$ cat src/hdl/psmsa_pkg.sv
// Shared types and constants of the per-sensor statistics accumulator.
`default_nettype none

package psmsa_pkg;

    localparam int SENSOR_W  = 10;
    localparam int CNT_W     = 16;
    localparam int SUM_W     = 48;
    localparam int SQ_W      = 64;
    localparam int ENERGY_W  = 48;
    localparam int ALERT_W   = 32;
    localparam int MUL_W     = 32;
    localparam int DIV_STEPS = 64;

    localparam logic [1:0] OP_ADD      = 2'd0;
    localparam logic [1:0] OP_QUERY    = 2'd1;
    localparam logic [1:0] OP_SCAN     = 2'd2;
    localparam logic [1:0] KIND_TEMP   = 2'd0;
    localparam logic [1:0] KIND_ENERGY = 2'd1;

    // One row of the per-sensor table.
    typedef struct packed {
        logic                    active;
        logic [CNT_W-1:0]        count;
        logic signed [SUM_W-1:0] sum;
        logic [SQ_W-1:0]         sumsq;
    } entry_t;

    typedef enum logic [2:0] {
        CTL_CLEAR,
        CTL_IDLE,
        CTL_REC,
        CTL_QRD,
        CTL_QSTAT,
        CTL_SRD,
        CTL_SCHK,
        CTL_SSTAT
    } ctl_state_t;

    typedef enum logic [2:0] {
        ST_IDLE,
        ST_DIV1,
        ST_DIV2,
        ST_MUL,
        ST_SUB,
        ST_SQRT,
        ST_DONE
    } stat_state_t;

endpackage

`default_nettype wire

$ cat src/hdl/psmsa_stats.sv
// Sequential mean and standard deviation unit: shared divider, one multiply, bitwise root.
`default_nettype none

module psmsa_stats #(
    parameter int VW = 24
) (
    input  logic                               clk,
    input  logic                               rst_n,
    input  logic                               start,
    input  logic signed [psmsa_pkg::SUM_W-1:0] sum,
    input  logic [psmsa_pkg::SQ_W-1:0]         sumsq,
    input  logic [psmsa_pkg::CNT_W-1:0]        count,
    output logic                               done,
    output logic signed [VW-1:0]               mean,
    output logic [VW-2:0]                      std_dev
);
    import psmsa_pkg::*;

    localparam logic [SQ_W-1:0] STD_MAX = (SQ_W'(1) << (VW - 1)) - SQ_W'(1);

    stat_state_t state_reg, state_next;

    logic              neg_reg;
    logic [CNT_W-1:0]  den_reg;
    logic [SQ_W-1:0]   dvd_reg;
    logic [CNT_W:0]    rem_reg;
    logic [5:0]        step_reg;
    logic [SQ_W-1:0]   q_reg;
    logic [SQ_W-1:0]   sumsq_reg;
    logic [SQ_W-1:0]   msq_reg;
    logic [SQ_W-1:0]   x_reg;
    logic [SQ_W-1:0]   res_reg;
    logic [SQ_W-1:0]   bit_reg;

    logic [SUM_W-1:0]  sum_abs;
    logic [CNT_W:0]    rem_sh;
    logic              div_ge;
    logic [CNT_W:0]    rem_new;
    logic [SQ_W-1:0]   dvd_new;
    logic              div_last;
    logic [SQ_W-1:0]   root_try;
    logic [VW-1:0]     q_low;

    // One restoring division step per cycle.
    assign sum_abs  = sum[SUM_W-1] ? -sum : sum;
    assign rem_sh   = {rem_reg[CNT_W-1:0], dvd_reg[SQ_W-1]};
    assign div_ge   = rem_sh >= {1'b0, den_reg};
    assign rem_new  = div_ge ? rem_sh - {1'b0, den_reg} : rem_sh;
    assign dvd_new  = {dvd_reg[SQ_W-2:0], div_ge};
    assign div_last = step_reg == 6'(DIV_STEPS - 1);
    assign root_try = res_reg + bit_reg;

    // Sequencer state register.
    always_ff @(posedge clk or negedge rst_n)
    begin
        if (!rst_n)
        begin
            state_reg <= ST_IDLE;
        end
        else
        begin
            state_reg <= state_next;
        end
    end

    // Next state: rounded mean, mean square, square of mean, difference, root.
    always_comb
    begin
        state_next = state_reg;
        unique case (state_reg)
            ST_IDLE:
            begin
                if (start)
                begin
                    state_next = ST_DIV1;
                end
            end
            ST_DIV1:
            begin
                if (div_last)
                begin
                    state_next = ST_DIV2;
                end
            end
            ST_DIV2:
            begin
                if (div_last)
                begin
                    state_next = ST_MUL;
                end
            end
            ST_MUL:  state_next = ST_SUB;
            ST_SUB:  state_next = ST_SQRT;
            ST_SQRT:
            begin
                if (bit_reg == SQ_W'(1))
                begin
                    state_next = ST_DONE;
                end
            end
            ST_DONE: state_next = ST_IDLE;
            default: state_next = ST_IDLE;
        endcase
    end

    // Datapath registers.
    always_ff @(posedge clk)
    begin
        unique case (state_reg)
            ST_IDLE:
            begin
                if (start)
                begin
                    neg_reg   <= sum[SUM_W-1];
                    den_reg   <= count;
                    dvd_reg   <= SQ_W'(sum_abs) + SQ_W'(count >> 1);
                    rem_reg   <= '0;
                    step_reg  <= '0;
                    sumsq_reg <= sumsq;
                end
            end
            ST_DIV1:
            begin
                step_reg <= step_reg + 6'd1;
                if (div_last)
                begin
                    q_reg   <= dvd_new;
                    dvd_reg <= sumsq_reg;
                    rem_reg <= '0;
                end
                else
                begin
                    dvd_reg <= dvd_new;
                    rem_reg <= rem_new;
                end
            end
            ST_DIV2:
            begin
                step_reg <= step_reg + 6'd1;
                dvd_reg  <= dvd_new;
                rem_reg  <= rem_new;
                if (div_last)
                begin
                    x_reg <= dvd_new;
                end
            end
            ST_MUL:
            begin
                msq_reg <= SQ_W'(q_reg[MUL_W-1:0] * q_reg[MUL_W-1:0]);
            end
            ST_SUB:
            begin
                x_reg   <= (x_reg > msq_reg) ? x_reg - msq_reg : '0;
                res_reg <= '0;
                bit_reg <= SQ_W'(1) << (SQ_W - 2);
            end
            ST_SQRT:
            begin
                if (x_reg >= root_try)
                begin
                    x_reg   <= x_reg - root_try;
                    res_reg <= (res_reg >> 1) + bit_reg;
                end
                else
                begin
                    res_reg <= res_reg >> 1;
                end
                bit_reg <= bit_reg >> 2;
            end
            default:
            begin
            end
        endcase
    end

    // Results, valid while the sequencer sits in its final state.
    assign q_low   = q_reg[VW-1:0];
    assign done    = state_reg == ST_DONE;
    assign mean    = neg_reg ? $signed(-q_low) : $signed(q_low);
    assign std_dev = (res_reg > STD_MAX) ? STD_MAX[VW-2:0] : res_reg[VW-2:0];

endmodule

`default_nettype wire

$ cat config.mk
export PLATFORM = sky130hd
export DESIGN_NAME = psmsa_stats
export DESIGN_NICKNAME = d
export VERILOG_FILES = /design/src/hdl/psmsa_pkg.sv /design/src/hdl/psmsa_stats.sv
export SDC_FILE = /design/constraint.sdc
export NUM_CORES = 2
export LEC_CHECK = 0
export CAP_MARGIN = 10
export CORE_MARGIN = 1
export CORE_UTILIZATION = 70
export DETAILED_ROUTE_END_ITERATION = 10
export DONT_BUFFER_PORTS = 1
export PLACE_DENSITY = 0.86
export SKIP_LAST_GASP = 1
export SLEW_MARGIN = 20
export SYNTH_ARGS = -nofsm -noshare
export SYNTH_HDL_FRONTEND = slang
export SYNTH_SLANG_ARGS = --single-unit
$ cat constraint.sdc
create_clock -name clk -period 19.43 [get_ports clk]
set_input_delay 3.886 -clock clk [delete_from_list [all_inputs] [get_ports clk]]
set_output_delay 3.886 -clock clk [all_outputs]
set_load 0.005 [all_outputs]
==> key figures <==
Status
  • Outcome: finished clean

Yosys
  • Synth async-reset ratio: 0.706%
  • Count leader, synth: inv_1
  • Share of the synthesized area in the top cell type: between 20% and 30%
  • Synth Flop Type: edfxtp_1
  • Synth Area per Inst: 9.30 um2
  • Total number of yosys warnings: 0
  • Post-synth top cells: inv_1 (1,136), fa_1 (795), nand2_1 (558), ha_1 (530), edfxtp_1 (422)
  • Biggest area consumer among synthesized cells: fa_1
  • Mapped Cells: 6,634
  • Sequential area share after synthesis: 20.7%
  • Synth Cell Area: 61,700 um2
  • Unique masters post-synth: 95
  • Post-synth net total: ~8.1k
  • Largest cells by area after synthesis: fa_1 (26%), edfxtp_1 (21%), ha_1 (11%)
  • EDFF count, synth: ~420
  • Register bit total from synthesis: 425

Global routing
  • Wire length of the first global-routing pass: 283,000 um
  • GRT Overall Usage: 41.0%
  • Grt total ovfl: 0
  • Largest net degree at the start of global routing: 83
  • Initial antenna violation count: 16
  • Vias in the first global route: 51.2k

Place
  • Port bufs: 0
  • Final GP Congestion: between 1 and 1.5
  • DP Wirelength: ~140,000 um

Clock network
  • Clock sink count: roughly 430
  • Post-CTS Resized: 0
  • TritonCTS Buffers: 49
  • Clock-pin slew on the worst setup and hold paths: 0.06 ns
  • Root buf cell: clkbuf_16
  • Bufs on Longest Clock Path: 3
  • H-Tree Depth: 2
  • Setup bufs post-CTS: 0
  • CTS tree: built
  • Worst-skew pair later-pin latency: approximately 0.65 ns
  • CTS Hold Bufs: 0

Timing
  • Hold_ws: 0.514 ns
  • Final setup fails: 0
  • RSZ-0062 raised after global routing: no
  • Final period util: 48.4%
  • Final-report hold violation count: 0
  • F_max: 0.106 GHz
  • Final min period: 9.40 ns
  • Pins Over Slew Limit: 0
  • TNS Setup: 0 ns
  • Clk_skew: between 0.05 and 0.06 ns
  • Slew @ Worst Pin: 1.10 ns
  • Max_slew headroom: a little over a quarter

Min path
  • Class of the worst hold path: register to register

Drt
  • Wl on met1: 68,300 um
  • DRC errors left: 0
  • Final WL: 180,000 um
  • Met2 wire len: between 80,000 and 90,000 um
  • Met3 Wirelength: 21,100 um
  • DR iter-0 viols: 4,934
  • Vias: 49.3k
  • Drt pass-1 iters: 8
  • Vias per cell: 6.44
  • Top Layer Used: met5
  • Routed length per instance: between 20 and 25 um
  • Final ANT Viol Nets: 0

Pwr
  • Pwr dens: 116 nW/um2
  • P_leak: 0.0296 uW
  • Peak VDD IR: approximately 0.22 mV

Floorplanning
  • Cell Rows: 108
  • Die ar.: 89,300 um2
  • Initial core utilization: 70.9%
  • Core ar.: 87,000 um2
  • Die H: 299 um
  • Die width: approximately 300 um
  • Ports: roughly 180

Finish
  • Fill cell count: slightly above 6k
  • Share of layout cells above drive strength 1: under 10%
  • Final net count: 7,908
  • Area Growth Syn to Fin: 4.14%

Worst setup path
  • Critical path class: register to register
  • Worst Path Arrival: between 9 and 10 ns
  • Crit-path max FO: 32
  • Kind of end point of the critical path: register
  • CP Launch Type: register
  • Critical Path RT: 19.90 ns

Run
  • Maxcap violations: 0
[metal layers]
metal  vias up  global-route usage (%)
met3       553                    10.4
li1      21812                       -
met2      2716                    64.9
met1     24183                    53.9
met5         -                       0
met4        20                    17.2
[worst max-delay path, stage by stage, from the launching register on]
cell and delay (ns):
edfxtp_1 0.32, buf_4 0.46, clkinv_1 0.61, nor2_1 0.40, fa_1 0.49, fa_1 0.44
fa_1 0.55, inv_1 0.05, fa_1 0.47, inv_1 0.05, fa_1 0.49, fa_1 0.51
fa_1 0.49, inv_1 0.05, fa_1 0.47, inv_1 0.04, ha_1 0.34, a21o_1 0.18
a21oi_1 0.14, o21bai_1 0.11, o311ai_1 0.64, a31oi_1 0.36, o2111ai_1 0.28, nand2_1 0.11
a311oi_1 0.63, mux2_2 0.42, o2111ai_1 0.12
[where the power goes]
group | internal, uW | switching, uW | leakage (uW) | total (uW)
Clock | 572 | 418 | 0.000790 | 990
Combinational | 1680 | 2920 | 0.0248 | 4600
Sequential | 1490 | 379 | 0.00404 | 1870
Total | 3740 | 3720 | 0.0296 | 7460
[cell families (layout without fill, tap and decap cells)]
kind of cell | Yosys count | in the layout | share of synthesized area (%)
AOI/OAI and AO/OA | 1280 | 1280 | 13.7
xor gates and xnor gates | 454 | 454 | 6.46
adders and majority gates | 1325 | 1325 | 36.6
buffers and inverters | 1431 | 1284 | 8.73
DFF | 425 | 425 | 20.7
muxes | 8 | 8 | 0.136
other | 0 | 8 | 0
and+or+nand+nor | 1711 | 1711 | 13.7
[layout by cell type (no fill, tap or decap), types with 19 or more instances in the layout]
cell,count
o221ai_1,33
a21oi_1,294
and3_1,36
nor3_1,62
a31oi_1,71
inv_1,1135
a22oi_1,67
nand4_1,88
nand2_1,558
o31ai_1,58
a211oi_1,42
o21ai_1,23
o21a_1,35
or3_1,33
fa_1,795
buf_4,58
o211ai_1,19
nand3_1,119
nor2_1,315
edfxtp_1,422
o21ai_0,236
nand2b_1,61
xnor2_1,226
xor2_1,227
nor4_1,39
o21bai_1,70
and2_1,273
a31o_2,29
ha_1,530
nor2b_1,42
a21o_1,134
clkbuf_16,49
[cell type report]
cell class,count,area [um2],share of cell area (%)
clock inverters,29,405,0.631
inverters,1140,4280,6.67
repair buffers,58,435,0.678
diodes,8,20.0,0.0312
clock buffers,57,1260,1.96
flip-flops and latches,425,12700,19.8
well taps,1155,1450,2.25
multi-input cells,4778,43600,67.9
[stage by stage]
stage	util [%]	power, uW	std cells	setup WS, ns	area, um2
finish	73.8	7460	7650	10.03	64200
global route	73.8	7910	7642	9.74	64200
CTS	73.8	7340	7642	10.32	64200
detailed placement	71.9	6320	7556	10.36	62600
global placement	71.9	6250	7556	10.51	62600
floorplan	-	5000	6634	7.17	61700
[path summary, 6_finish.rpt]
check	startpoint	endpoint	slack, ns	cells past startpoint
min in group asynchronous	rst_n	state_reg[2]	2.92	0
setup reg to reg	q_reg[15]	msq_reg[60]	10.03	26
setup / recovery	q_reg[15]	msq_reg[60]	10.03	26
hold reg to reg	dvd_reg[30]	q_reg[31]	0.51	0
max in group asynchronous	rst_n	state_reg[1]	16.43	0
hold / removal	dvd_reg[30]	q_reg[31]	0.51	0
Note: power is estimated with default switching activity, not from simulation.
